$ cat src/sv/voxel_face_ao_mesher_assert.svh
// assertion macros for the voxel face mesher; clk and rst come from the using module
`ifndef VOXEL_FACE_AO_MESHER_ASSERT_SVH
`define VOXEL_FACE_AO_MESHER_ASSERT_SVH

`ifndef SYNTHESIS

`define VFM_ASSERT_IMPLY(lbl, ante, cons, msg) \
  lbl: assert property (@(posedge clk) disable iff (rst) (ante) |-> (cons)) else $error(msg);

`define VFM_ASSERT_NEXT(lbl, ante, cons, msg) \
  lbl: assert property (@(posedge clk) disable iff (rst) (ante) |=> (cons)) else $error(msg);

`else

`define VFM_ASSERT_IMPLY(lbl, ante, cons, msg)

`define VFM_ASSERT_NEXT(lbl, ante, cons, msg)

`endif

`endif

$ cat src/sv/vfm_pkg.sv
package vfm_pkg;

  localparam int NUM_FACES   = 6;
  localparam int NUM_CORNERS = 4;

  localparam logic [4:0]  CENTRE_BIT    = 5'd13;
  localparam logic [2:0]  VTX_LAST      = 3'd5;
  localparam logic [2:0]  FACE_LAST     = 3'd5;
  localparam logic [1:0]  LEVEL_BRIGHT  = 2'd3;
  localparam logic [23:0] ORDER_DEFAULT = 24'h230120;
  localparam logic [23:0] ORDER_FLIPPED = 24'h231130;

  // neighbor bit index: (dy+1)*9 + (1-dz)*3 + (dx+1)
  localparam logic [4:0] FACING_BIT [NUM_FACES] = '{
    5'd22, 5'd4, 5'd10, 5'd16, 5'd14, 5'd12};

  localparam logic [4:0] SIDE_BIT [NUM_FACES][NUM_CORNERS] = '{
    '{5'd19, 5'd21, 5'd25, 5'd23}, '{5'd7,  5'd3,  5'd1,  5'd5},
    '{5'd19, 5'd11, 5'd1,  5'd9},  '{5'd25, 5'd15, 5'd7,  5'd17},
    '{5'd23, 5'd17, 5'd5,  5'd11}, '{5'd21, 5'd9,  5'd3,  5'd15}};

  localparam logic [4:0] MID_BIT [NUM_FACES][NUM_CORNERS] = '{
    '{5'd20, 5'd18, 5'd24, 5'd26}, '{5'd8,  5'd6,  5'd0,  5'd2},
    '{5'd18, 5'd20, 5'd2,  5'd0},  '{5'd26, 5'd24, 5'd6,  5'd8},
    '{5'd20, 5'd26, 5'd8,  5'd2},  '{5'd24, 5'd18, 5'd0,  5'd6}};

  localparam logic [4:0] FAR_BIT [NUM_FACES][NUM_CORNERS] = '{
    '{5'd23, 5'd19, 5'd21, 5'd25}, '{5'd5,  5'd7,  5'd3,  5'd1},
    '{5'd9,  5'd19, 5'd11, 5'd1},  '{5'd17, 5'd25, 5'd15, 5'd7},
    '{5'd11, 5'd23, 5'd17, 5'd5},  '{5'd15, 5'd21, 5'd9,  5'd3}};

  typedef logic [NUM_CORNERS-1:0][1:0] quad_lvl_t;

  // one voxel after occlusion, handed from the pipe to the emitter
  typedef struct packed {
    logic [NUM_FACES-1:0]            vis;
    logic [NUM_FACES-1:0]            flip;
    logic [NUM_FACES-1:0][NUM_CORNERS-1:0][1:0] lvl;
    logic [3:0]                      x;
    logic [7:0]                      y;
    logic [3:0]                      z;
    logic [15:0]                     tex;
  } vfm_item_t;

  function automatic logic [1:0] corner_level(input logic l, input logic m, input logic r);
    logic [1:0] s;
    s = {1'b0, l} + {1'b0, m} + {1'b0, r};
    return (l && r) ? 2'd0 : LEVEL_BRIGHT - s;
  endfunction

  // true when the quad takes the flipped diagonal
  function automatic logic quad_flip(input quad_lvl_t a);
    logic [1:0] mn;
    logic [1:0] mx;
    logic [1:0] mn_i;
    logic [1:0] mx_i;
    logic [2:0] n;
    logic [1:0] pk;
    mn = 2'd3;
    mx = 2'd0;
    mn_i = 2'd0;
    mx_i = 2'd0;
    n = 3'd0;
    for (int i = 0; i < NUM_CORNERS; i++) begin
      if (a[i] < mn) begin
        mn = a[i];
        mn_i = 2'(i);
        n = 3'd1;
      end else if (a[i] == mn) begin
        n = n + 3'd1;
      end
      if (a[i] > mx) begin
        mx = a[i];
        mx_i = 2'(i);
      end
    end
    pk = (n == 3'd1) ? mn_i : mx_i;
    return !pk[0];
  endfunction

  function automatic logic [2:0] first_set(input logic [NUM_FACES-1:0] v);
    logic [2:0] idx;
    idx = 3'd0;
    for (int i = NUM_FACES - 1; i >= 0; i--) begin
      if (v[i]) idx = 3'(i);
    end
    return idx;
  endfunction

  function automatic logic [1:0] order_corner(input logic flip, input logic [2:0] vtx);
    logic [23:0] ord;
    logic [4:0]  sh;
    ord = flip ? ORDER_FLIPPED : ORDER_DEFAULT;
    sh = {vtx, 2'b00};
    return ord[sh +: 2];
  endfunction

endpackage

$ cat src/sv/vfm_ao_pipe.sv
module vfm_ao_pipe (
  input  logic                clk,
  input  logic                rst,
  input  logic                start,
  input  logic [26:0]         neighbor_mask,
  input  logic [3:0]          pos_x,
  input  logic [7:0]          pos_y,
  input  logic [3:0]          pos_z,
  input  logic [15:0]         texture_base,
  output logic                busy,
  input  logic                item_ready,
  output logic                item_valid,
  output vfm_pkg::vfm_item_t  item
);
  import vfm_pkg::*;

  logic ready1, ready2, ready3;
  logic v1, v2, v3;

  // stage 1: input capture
  logic [26:0] m1;
  logic [3:0]  x1;
  logic [7:0]  y1;
  logic [3:0]  z1;
  logic [15:0] t1;

  // stage 2: corner levels and visible sides
  logic                  c2;
  logic [NUM_FACES-1:0]  vis2;
  logic [NUM_FACES-1:0][NUM_CORNERS-1:0][1:0] lvl2;
  logic [3:0]  x2;
  logic [7:0]  y2;
  logic [3:0]  z2;
  logic [15:0] t2;

  logic [NUM_FACES-1:0]  vis2_next;
  logic [NUM_FACES-1:0][NUM_CORNERS-1:0][1:0] lvl2_next;
  logic [NUM_FACES-1:0]  flip3_next;

  assign ready3 = !v3 || item_ready;
  assign ready2 = !v2 || ready3;
  assign ready1 = !v1 || ready2;
  assign busy   = !ready1;

  always_comb begin
    for (int f = 0; f < NUM_FACES; f++) begin
      vis2_next[f] = !m1[CENTRE_BIT] || !m1[FACING_BIT[f]];
      for (int c = 0; c < NUM_CORNERS; c++) begin
        lvl2_next[f][c] = m1[CENTRE_BIT]
          ? corner_level(m1[SIDE_BIT[f][c]], m1[MID_BIT[f][c]], m1[FAR_BIT[f][c]])
          : LEVEL_BRIGHT;
      end
    end
  end

  // non-full centre keeps the default diagonal everywhere
  always_comb begin
    for (int f = 0; f < NUM_FACES; f++) begin
      flip3_next[f] = c2 && quad_flip(lvl2[f]);
    end
  end

  always_ff @(posedge clk) begin
    if (rst) begin
      v1 <= 1'b0;
      v2 <= 1'b0;
      v3 <= 1'b0;
    end else begin
      if (ready1) v1 <= start;
      if (ready2) v2 <= v1;
      if (ready3) v3 <= v2;
    end
  end

  always_ff @(posedge clk) begin
    if (start && ready1) begin
      m1 <= neighbor_mask;
      x1 <= pos_x;
      y1 <= pos_y;
      z1 <= pos_z;
      t1 <= texture_base;
    end
    if (v1 && ready2) begin
      c2   <= m1[CENTRE_BIT];
      vis2 <= vis2_next;
      lvl2 <= lvl2_next;
      x2   <= x1;
      y2   <= y1;
      z2   <= z1;
      t2   <= t1;
    end
    if (v2 && ready3) begin
      item.vis  <= vis2;
      item.flip <= flip3_next;
      item.lvl  <= lvl2;
      item.x    <= x2;
      item.y    <= y2;
      item.z    <= z2;
      item.tex  <= t2;
    end
  end

  assign item_valid = v3;

endmodule

$ cat src/sv/vfm_emitter.sv
module vfm_emitter (
  input  logic                clk,
  input  logic                rst,
  input  logic                item_valid,
  input  vfm_pkg::vfm_item_t  item,
  output logic                item_ready,
  output logic                strobe,
  output logic [2:0]          face,
  output logic [1:0]          corner,
  output logic [1:0]          light,
  output logic [3:0]          out_x,
  output logic [7:0]          out_y,
  output logic [3:0]          out_z,
  output logic [15:0]         out_texture,
  output logic                last
);
  import vfm_pkg::*;

  `include "voxel_face_ao_mesher_assert.svh"

  logic                 active;
  logic [2:0]           cur;
  logic [2:0]           vtx;
  logic [NUM_FACES-1:0] pending;
  logic [NUM_FACES-1:0] flip;
  logic [NUM_FACES-1:0][NUM_CORNERS-1:0][1:0] lvl;
  logic [3:0]  x;
  logic [7:0]  y;
  logic [3:0]  z;
  logic [15:0] tex;

  logic       done_now;
  logic       load;
  logic [1:0] corner_next;

  assign done_now    = active && (vtx == VTX_LAST) && (pending == '0);
  assign item_ready  = !active || done_now;
  assign load        = item_valid && item_ready;
  assign corner_next = order_corner(flip[cur], vtx);

  always_ff @(posedge clk) begin
    if (rst) begin
      active <= 1'b0;
      strobe <= 1'b0;
      last   <= 1'b0;
    end else begin
      strobe <= active;
      last   <= done_now;
      if (load) begin
        // an item with no visible side just drops out here
        active <= |item.vis;
      end else if (done_now) begin
        active <= 1'b0;
      end
    end
  end

  always_ff @(posedge clk) begin
    if (active) begin
      face        <= cur;
      corner      <= corner_next;
      light       <= lvl[cur][corner_next];
      out_x       <= x;
      out_y       <= y;
      out_z       <= z;
      out_texture <= tex;
    end
    if (load) begin
      cur     <= first_set(item.vis);
      pending <= item.vis & (item.vis - 6'd1);
      vtx     <= 3'd0;
      flip    <= item.flip;
      lvl     <= item.lvl;
      x       <= item.x;
      y       <= item.y;
      z       <= item.z;
      tex     <= item.tex;
    end else if (active) begin
      if (vtx == VTX_LAST) begin
        cur     <= first_set(pending);
        pending <= pending & (pending - 6'd1);
        vtx     <= 3'd0;
      end else begin
        vtx <= vtx + 3'd1;
      end
    end
  end

  `VFM_ASSERT_NEXT(a_done_gives_last, done_now, strobe && last, "final vertex not flagged")
  `VFM_ASSERT_NEXT(a_idle_no_beat, !active, !strobe, "beat without an active voxel")
  `VFM_ASSERT_IMPLY(a_face_range, active, cur <= FACE_LAST && vtx <= VTX_LAST, "bad counter")
  `VFM_ASSERT_IMPLY(a_last_on_beat, last, strobe, "last without a beat")

endmodule

$ cat src/sv/voxel_face_ao_mesher.sv
// channel   | handshake            | payload
// ----------+----------------------+-----------------------------------------------
// voxel in  | start, busy          | neighbor_mask, pos_x, pos_y, pos_z, texture_base
// vertex out| strobe               | face, corner, light, out_x, out_y, out_z,
//           |                      | out_texture, last
//
// a voxel is taken at an edge with start high and busy low; it passes three
// register stages, then the emitter sends one vertex per cycle, six per visible side
// (0 to 36 beats; a voxel with nothing to show gives no beat)
// the first vertex reaches the ports through the pipe stages, the emitter's load and its output registers
// the emitter sets the sustained rate; busy rises only when all stages are full
// rst is synchronous and clears the valid bits; the receiver cannot stall a beat
module voxel_face_ao_mesher (
  input  logic        clk,
  input  logic        rst,
  input  logic        start,
  output logic        busy,
  input  logic [26:0] neighbor_mask,
  input  logic [3:0]  pos_x,
  input  logic [7:0]  pos_y,
  input  logic [3:0]  pos_z,
  input  logic [15:0] texture_base,
  output logic        strobe,
  output logic [2:0]  face,
  output logic [1:0]  corner,
  output logic [1:0]  light,
  output logic [3:0]  out_x,
  output logic [7:0]  out_y,
  output logic [3:0]  out_z,
  output logic [15:0] out_texture,
  output logic        last
);
  import vfm_pkg::*;

  logic      item_valid;
  logic      item_ready;
  vfm_item_t item;

  vfm_ao_pipe u_pipe (
    .clk           (clk),
    .rst           (rst),
    .start         (start),
    .neighbor_mask (neighbor_mask),
    .pos_x         (pos_x),
    .pos_y         (pos_y),
    .pos_z         (pos_z),
    .texture_base  (texture_base),
    .busy          (busy),
    .item_ready    (item_ready),
    .item_valid    (item_valid),
    .item          (item)
  );

  vfm_emitter u_emit (
    .clk         (clk),
    .rst         (rst),
    .item_valid  (item_valid),
    .item        (item),
    .item_ready  (item_ready),
    .strobe      (strobe),
    .face        (face),
    .corner      (corner),
    .light       (light),
    .out_x       (out_x),
    .out_y       (out_y),
    .out_z       (out_z),
    .out_texture (out_texture),
    .last        (last)
  );

endmodule
$ cat config.mk
export PLATFORM = sky130hd
export DESIGN_NAME = voxel_face_ao_mesher
export DESIGN_NICKNAME = d
export VERILOG_FILES = /design/src/sv/vfm_pkg.sv /design/src/sv/vfm_ao_pipe.sv /design/src/sv/vfm_emitter.sv /design/src/sv/voxel_face_ao_mesher.sv
export VERILOG_INCLUDE_DIRS = /design/src /design/src/sv
export SDC_FILE = /design/constraint.sdc
export NUM_CORES = 1
export LEC_CHECK = 0
export BUFFER_PORTS_ARGS = -buffer_cell sky130_fd_sc_hd__buf_2
export CAP_MARGIN = 25
export CORE_ASPECT_RATIO = 0.7
export CORE_UTILIZATION = 55
export CTS_CLUSTER_DIAMETER = 40
export DETAILED_ROUTE_END_ITERATION = 6
export PLACE_DENSITY = 0.76
export SLEW_MARGIN = 0
export SYNTH_ARGS = -nofsm -noshare
export SYNTH_HDL_FRONTEND = slang
export SYNTH_SLANG_ARGS = --single-unit
$ cat constraint.sdc
create_clock -name clk -period 5.6 [get_ports clk]
set_input_delay 0.28 -clock clk [delete_from_list [all_inputs] [get_ports clk]]
set_output_delay 0.28 -clock clk [all_outputs]
set_load 0.03 [all_outputs]
==> impl_metrics.py, run 1 <==
metrics = {
    "timing": {
        "finalHoldViolCount": 0,
        "drv_slew": 0,
        "min_period_over_period_pct": 75.87,
        "fin_crit_ns": 4.249,
        "clock.fmax_mhz": 235.4,
        "setup_tns_ns": 0,
        "whs_ns": 0.4130,
        "finalClockSkew_ns": 0.01504,
        "rsz0062_at_grt": "no",
        "max-slew-margin-rel_pct": 30.04,
        "setup_viol": 0,
        "tightest_slew_ns": 1.049,
    },
    "synthesis": {
        "syn-instance-count": 1053,
        "ys_seq_area_share_pct": 69.24,
        "synthArstFlopShare_pct": 0,
        "synth_seq_cells": 380,
        "synth_nets": 1241,
        "yosysWarnings": 0,
        "ys_types": 52,
        "synth_ff_type": "edfxtp_1",
        "synth_edf_count": 371,
        "syn_area_per_cell_um2": 15.53,
        "synthesis.area_um2": 16350,
    },
    "floorplanning": {
        "core_um2": 29080,
        "die_w_um": 208.1,
        "dieArea_um2": 30430,
        "row_count": 52,
        "ioPinCount": 104,
        "die_h_um": 146.3,
        "floorplan.initialDensity_pct": 56.22,
    },
    "placed_design": {
        "dp_hpwl_mm": 21.06,
        "gp_congestion": 0.8961,
        "dp_cells": 1530,
        "io_buffers": 103,
    },
    "cts": {
        "clock_sink_count": 380,
        "tritoncts": "done",
        "worstSkewPairLatency_ns": 0.53,
        "cts_resized": 0,
        "clockBufferDepth": 3,
        "cts_root_buffer": "clkbuf_16",
        "cts_made_buffers": 38,
        "cts.clk_slew.worst_paths_ns": 0.06,
        "postCtsSetupBuffers": 0,
        "htreeDepth": 2,
    },
    "worst_setup_path": {
        "crit_fanout": 5,
        "cp_top_family": "adder cells",
        "critPathKind": "reg2reg",
        "crit_chain": "ha_1 > a21oi_1 > mux2_2 > ha_1 > nor2b_1 > or3_1 > a21oi_1 > inv_1 > ha_1 > or2_2 > a221oi_1 > mux2_1",
        "cp-start-kind": "flop",
        "cp_slowest_cell": "edfxtp_1",
        "slowest_delay_ns": 0.46,
        "arrival_ns": 4.52,
        "cp.required_ns": 5.87,
        "critical_path.endpoint_type": "flop",
        "cpMostUsedCell": "ha_1",
        "critPathBufInv": 1,
    },
    "routing": {
        "final_antenna_net_count": 0,
        "via_per_inst": 5.461,
        "first_pass_iters": 5,
        "drc": 0,
        "wire_per_inst_um": 19.06,
        "num_vias": 9065,
        "drt-initial-drc-count": 775,
        "wirelength_mm": 31.64,
    },
    "global_routing": {
        "busiest_layer": "met2",
        "grt_usage_pct": 21.28,
        "grt_pass1_vias": 9093,
        "use_met2_pct": 32.75,
        "met3_usage_pct": 3.958,
        "grt_pass1_wl_mm": 49.37,
        "antenna_found_initial": 1,
        "grt_max_degree": 74,
        "grt_remaining_overflow": 0,
        "global_route.usage.met1_pct": 31.81,
    },
    "power": {
        "ir_worst_vdd_uv": 199.2,
        "p_total_w": 0.006500,
        "power_density_nw_per_um2": 338.3,
        "power_leakage_nw": 7.402,
    },
    "final_layout": {
        "fillers": 1918,
        "utilization_pct": 66.08,
        "stdcell_count": 1660,
        "area_growth_syn_to_layout_pct": 17.54,
        "nets": 1442,
        "layout_commonest_cell": "edfxtp_1",
        "final_cell_mix": "371 x edfxtp_1, 104 x buf_2, 102 x ha_1",
        "drive_above_1_share_pct": 16.69,
        "multi_input_area_um2": 4562,
        "antenna_cells": 0,
        "layout.area.seq_um2": 11320,
    },
    "min_path": {
        "hp-class": "reg2reg",
    },
    "job": {
        "cap_violations": 0,
    },
    "outcome": {
        "outcome": "finished, final reports clean",
    },
}
==> path summary, 6_finish.rpt <==
| check | startpoint | endpoint | slack, ns | cells after the start |
|---|---|---|---|---|
| worst min-delay path | u_emit.tex[15]$_DFFE_PP_ | u_emit.out_texture[15]$_DFFE_PP_ | 0.41 | 0 |
| worst min register to register | u_emit.tex[15]$_DFFE_PP_ | u_emit.out_texture[15]$_DFFE_PP_ | 0.41 | 0 |
| worst max-delay path | u_pipe.lvl2[27]$_SDFFCE_PN1P_ | u_pipe.item[83]$_DFFE_PP_ | 1.35 | 12 |
| worst max register to register | u_pipe.lvl2[27]$_SDFFCE_PN1P_ | u_pipe.item[83]$_DFFE_PP_ | 1.35 | 12 |
==> sequential cells by signal (all words and copies together) (netlist names), 8 cells and up <==
signal              count
u_emit.y                8
u_pipe.lvl2            48
u_emit.out_texture     16
u_pipe.t2              16
u_emit.tex             16
u_pipe.m1              27
u_emit.lvl             48
u_pipe.t1              16
u_pipe.y2               8
u_emit.out_y            8
u_pipe.item            92
u_pipe.y1               8
==> cell usage after synthesis, types with 4 or more instances <==
cell type  instances  area share, %
mux2_2            12           0.83
nor2b_1           22           0.84
or2_2             12           0.46
a221oi_1          10           0.54
a41oi_1            6           0.32
nand2_1           86            2.0
mux4_2             4           0.55
a21o_1            24            1.1
o21a_1             6           0.28
edfxtp_1         371             68
nand3_1           17           0.52
a311o_1            6           0.37
mux4_1             9            1.4
nor2_1            52            1.2
o21ai_1            5           0.15
clkbuf_1           8           0.18
o31ai_1            4           0.18
nor3_1             9           0.28
ha_1             102            7.8
o22ai_1           15           0.57
o21ai_0           25           0.77
inv_1             97            2.2
nand2b_1           9           0.34
and2_1             7           0.27
or3_1              7           0.27
o221ai_1           6           0.32
fa_1              24            2.9
a21oi_1           52            1.6
mux2_1             6           0.41
dfxtp_1            9            1.1
==> area by class of cell <==
class	count	area share, %
clock buffer	44	5.176
multi-input combinational	561	23.74
sequential	380	58.92
tap	378	2.461
timing repair buffer	174	6.355
inverter	99	2.018
clock inverter	24	1.335
==> per-stage QoR <==
step                      area (µm²)  setup WS, ns
after CTS                      19220         1.382
after global placement         17310         1.576
final                          19220         1.351
after global routing           19220         1.097
after detailed placement       17350         1.436
after floorplan                16360         1.522
==> layer usage <==
layer	part of all wire, %	routed length, µm	vias up
li1	-	-	4331
met1	47	14800	4415
met2	46	14410	280
met3	6.2	1971	39
met4	1.5	459	0
met5	0	0	-
==> worst reg2reg max path, cell delays in order (launching register included) <==
cell,delay [ns]
edfxtp_1,0.46
ha_1,0.39
a21oi_1,0.38
mux2_2,0.41
ha_1,0.27
nor2b_1,0.16
or3_1,0.34
a21oi_1,0.21
inv_1,0.08
ha_1,0.29
or2_2,0.29
a221oi_1,0.36
mux2_1,0.36
==> report_power, final <==
part | internal, W | switching [W] | leakage (nW)
Clock | 0.00148 | 0.00104 | 0.606
Sequential | 0.00324 | 0.0000828 | 3.50
Combinational | 0.000295 | 0.000362 | 3.29
==> cells by family after synthesis <==
| logic type | synth area share [%] |
|---|---|
| fa+ha+maj | 10.74 |
| compound gates | 6.880 |
| buf+inv | 2.977 |
| simple gates | 6.643 |
| mux | 3.513 |
| flops | 69.24 |
==> repair_timing <==
action                                  4_1_cts  5_1_grt
endpoints found under the setup margin        0        0
hold buffers                                 62        0
endpoints found under the hold margin        65        0
Note: power is estimated with default switching activity, not from simulation.
==> run 2, diff against run 1 <==
- clock period: 5.6 -> 3.9 ns (I/O delays scaled with it)
==> impl_metrics.py, run 2 (synthesis results as in run 1) <==
metrics = {
    "global_routing": {
        "grt_pass1_wl_mm": 51.71,
        "grt_remaining_overflow": 0,
        "grt_max_degree": 93,
        "grt_pass1_vias": 9333,
        "grt_usage_pct": 22.32,
        "antenna_found_initial": 2,
    },
    "floorplanning": {
        "die_h_um": 146.3,
        "core_um2": 29080,
        "ioPinCount": 104,
        "die_w_um": 208.1,
        "dieArea_um2": 30430,
        "floorplan.initialDensity_pct": 56.22,
        "row_count": 52,
    },
    "worst_setup_path": {
        "cp.required_ns": 4.19,
        "crit_fanout": 3,
        "critical_path.endpoint_type": "flop",
        "crit-reg2reg-capture": "u_pipe.item[82]$_DFFE_PP_",
        "crit_chain": "inv_2 > ha_2 > inv_1 > a21oi_2 > mux2_2 > ha_1 > nor2b_1 > or3_4 > a21oi_2 > inv_1 > ha_1 > or2_2 > a221oi_2 > mux2_1",
        "worst-r2r-setup-slack_ns": 0.03,
        "arrival_ns": 4.16,
        "crit_cells": 14,
        "worstReg2RegStart": "u_pipe.lvl2[18]$_SDFFCE_PN1P_",
        "critPathBufInv": 3,
        "critPathKind": "reg2reg",
        "cp-start-kind": "flop",
        "reg2reg_depth": 14,
        "slowest_delay_ns": 0.42,
        "cp_slowest_cell": "edfxtp_1",
        "cp_top_family": "simple AND/OR/NAND/NOR gates",
    },
    "cts": {
        "cts.clk_slew.worst_paths_ns": 0.07,
        "cts_root_buffer": "clkbuf_16",
        "clockBufferDepth": 3,
        "worstSkewPairLatency_ns": 0.54,
        "tritoncts": "done",
        "clock_sink_count": 380,
        "htreeDepth": 2,
        "cts_made_buffers": 39,
    },
    "final_layout": {
        "multi_input_area_um2": 4762,
        "largest_register": "u_pipe.item",
        "layout_commonest_cell": "edfxtp_1",
        "final_cell_mix": "371 x edfxtp_1, 103 x buf_2, 93 x inv_1, 93 x ha_1, 86 x nand2_1",
        "stdcell_count": 1704,
        "nets": 1484,
        "drive_above_1_share_pct": 22.55,
        "reg_top3": "u_pipe.item (92), u_emit.lvl (48), u_pipe.lvl2 (48)",
        "antenna_cells": 0,
        "layout.area.seq_um2": 11320,
        "fin_area_um2": 19790,
        "area_growth_syn_to_layout_pct": 21.02,
        "largest_reg_flops": 92,
        "fillers": 1888,
    },
    "routing": {
        "num_vias": 9322,
        "via_per_inst": 5.471,
        "first_pass_iters": 7,
        "drc": 2,
        "wirelength_mm": 33.31,
        "wire_per_inst_um": 19.55,
        "drt-initial-drc-count": 886,
        "final_antenna_net_count": 0,
    },
    "power": {
        "power_leakage_nw": 7.641,
        "ir_worst_vdd_uv": 327.2,
        "p_total_w": 0.009477,
        "power_density_nw_per_um2": 479.0,
    },
    "placed_design": {
        "gp_congestion": 0.8457,
        "dp_worst_setup_slack_ns": -0.02962,
        "dp_cells": 1561,
        "io_buffers": 103,
        "dp_hpwl_mm": 21.61,
        "place_area_um2": 17620,
    },
    "timing": {
        "clock.fmax_mhz": 258.6,
        "whs_ns": 0.3527,
        "drv_slew": 0,
        "setup_ws_ns": 0.03364,
        "fin_crit_ns": 3.866,
        "min_period_over_period_pct": 99.14,
        "max-slew-margin-rel_pct": 38.30,
        "finalClockSkew_ns": 0.01100,
        "tightest_slew_ns": 0.9255,
        "finalHoldViolCount": 0,
        "setup_viol": 0,
    },
    "outcome": {
        "violations": "design-rule violations",
        "outcome": "complete, but fails checks",
    },
    "job": {
        "cap_violations": 0,
    },
    "min_path": {
        "min_path_cells": 2,
        "hp-class": "in2reg",
        "holdPathEnd": "u_pipe.m1[6]$_DFFE_PP_",
        "worstHoldStart": "neighbor_mask[6]",
    },
}
[run 2: cell count changes in the layout (fill, tap and decap cells not counted), moves of 5 or more]
| cell | delta |
|---|---|
| inv_6 | +5 |
| a21oi_1 | -12 |
| a21oi_2 | +11 |
| ha_1 | -9 |
| a221oi_2 | +5 |
| a221oi_1 | -6 |
| buf_12 | +5 |
| buf_4 | +38 |
| ha_4 | +5 |
[run 2: metal layers]
metal	GRT usage (%)	vias to the layer above	wire length [µm]
li1	-	4426	-
met1	32.48	4563	14930
met5	0.1567	-	0
met2	35.49	286	15670
met4	5.259	0	508
met3	3.850	47	2196
[run 2: worst max-delay path by stage]
stage	from	end	slack, ns
6_report	u_pipe.lvl2[18]$_SDFFCE_PN1P_	u_pipe.item[82]$_DFFE_PP_	0.03
5_1_grt	u_pipe.lvl2[2]$_SDFFCE_PN1P_	u_pipe.item[80]$_DFFE_PP_	-0.08
4_1_cts	u_pipe.lvl2[25]$_SDFFCE_PN1P_	u_pipe.item[83]$_DFFE_PP_	0.001
3_5_place_dp	u_pipe.lvl2[25]$_SDFFCE_PN1P_	u_pipe.item[83]$_DFFE_PP_	-0.03
3_3_place_gp	u_pipe.lvl2[11]$_SDFFCE_PN1P_	u_pipe.item[81]$_DFFE_PP_	0.14
2_1_floorplan	u_pipe.lvl2[3]$_SDFFCE_PN1P_	u_pipe.item[80]$_DFFE_PP_	0.05
[run 2: area by class of cell]
type | count | area share, %
well taps | 378 | 2.390
clock buffers | 41 | 5.078
clock inverters | 30 | 1.303
flip-flops and latches | 380 | 57.22
multi-input cells | 561 | 24.07
repair buffers | 215 | 7.980
inverters | 99 | 1.960
[run 2: timing repair]
item | in CTS | in global routing
endpoints found under the hold margin | 65 | 0
buffers inserted | 0 | 10
hold buffers | 61 | 0
gates resized for setup | 4 | 37
endpoints found under the setup margin | 3 | 6
pin swaps | 0 | 10
[run 2: worst reg2reg max path: cells and delay by family (launching register included)]
kind / cells / cell delay (ns)
flops: 1 / 0.42
compound gates: 3 / 0.60
mux: 2 / 0.72
simple gates: 3 / 0.88
fa+ha+maj: 3 / 0.76
buf+inv: 3 / 0.21
[run 2: where the power goes]
| part | internal (W) | switching, W | total [W] |
|---|---|---|---|
| Clock | 0.00200 | 0.00164 | 0.00363 |
| Sequential | 0.00466 | 0.000123 | 0.00478 |
| Combinational | 0.000501 | 0.000563 | 0.00106 |
[run 2: per-stage QoR]
step	TNS [ns]	util, %
detailed placement	-0.02962	60.60
floorplan	0	-
finish	0	68.03
CTS	0	67.10
global placement	0	60.60
global route	-0.1800	68.03
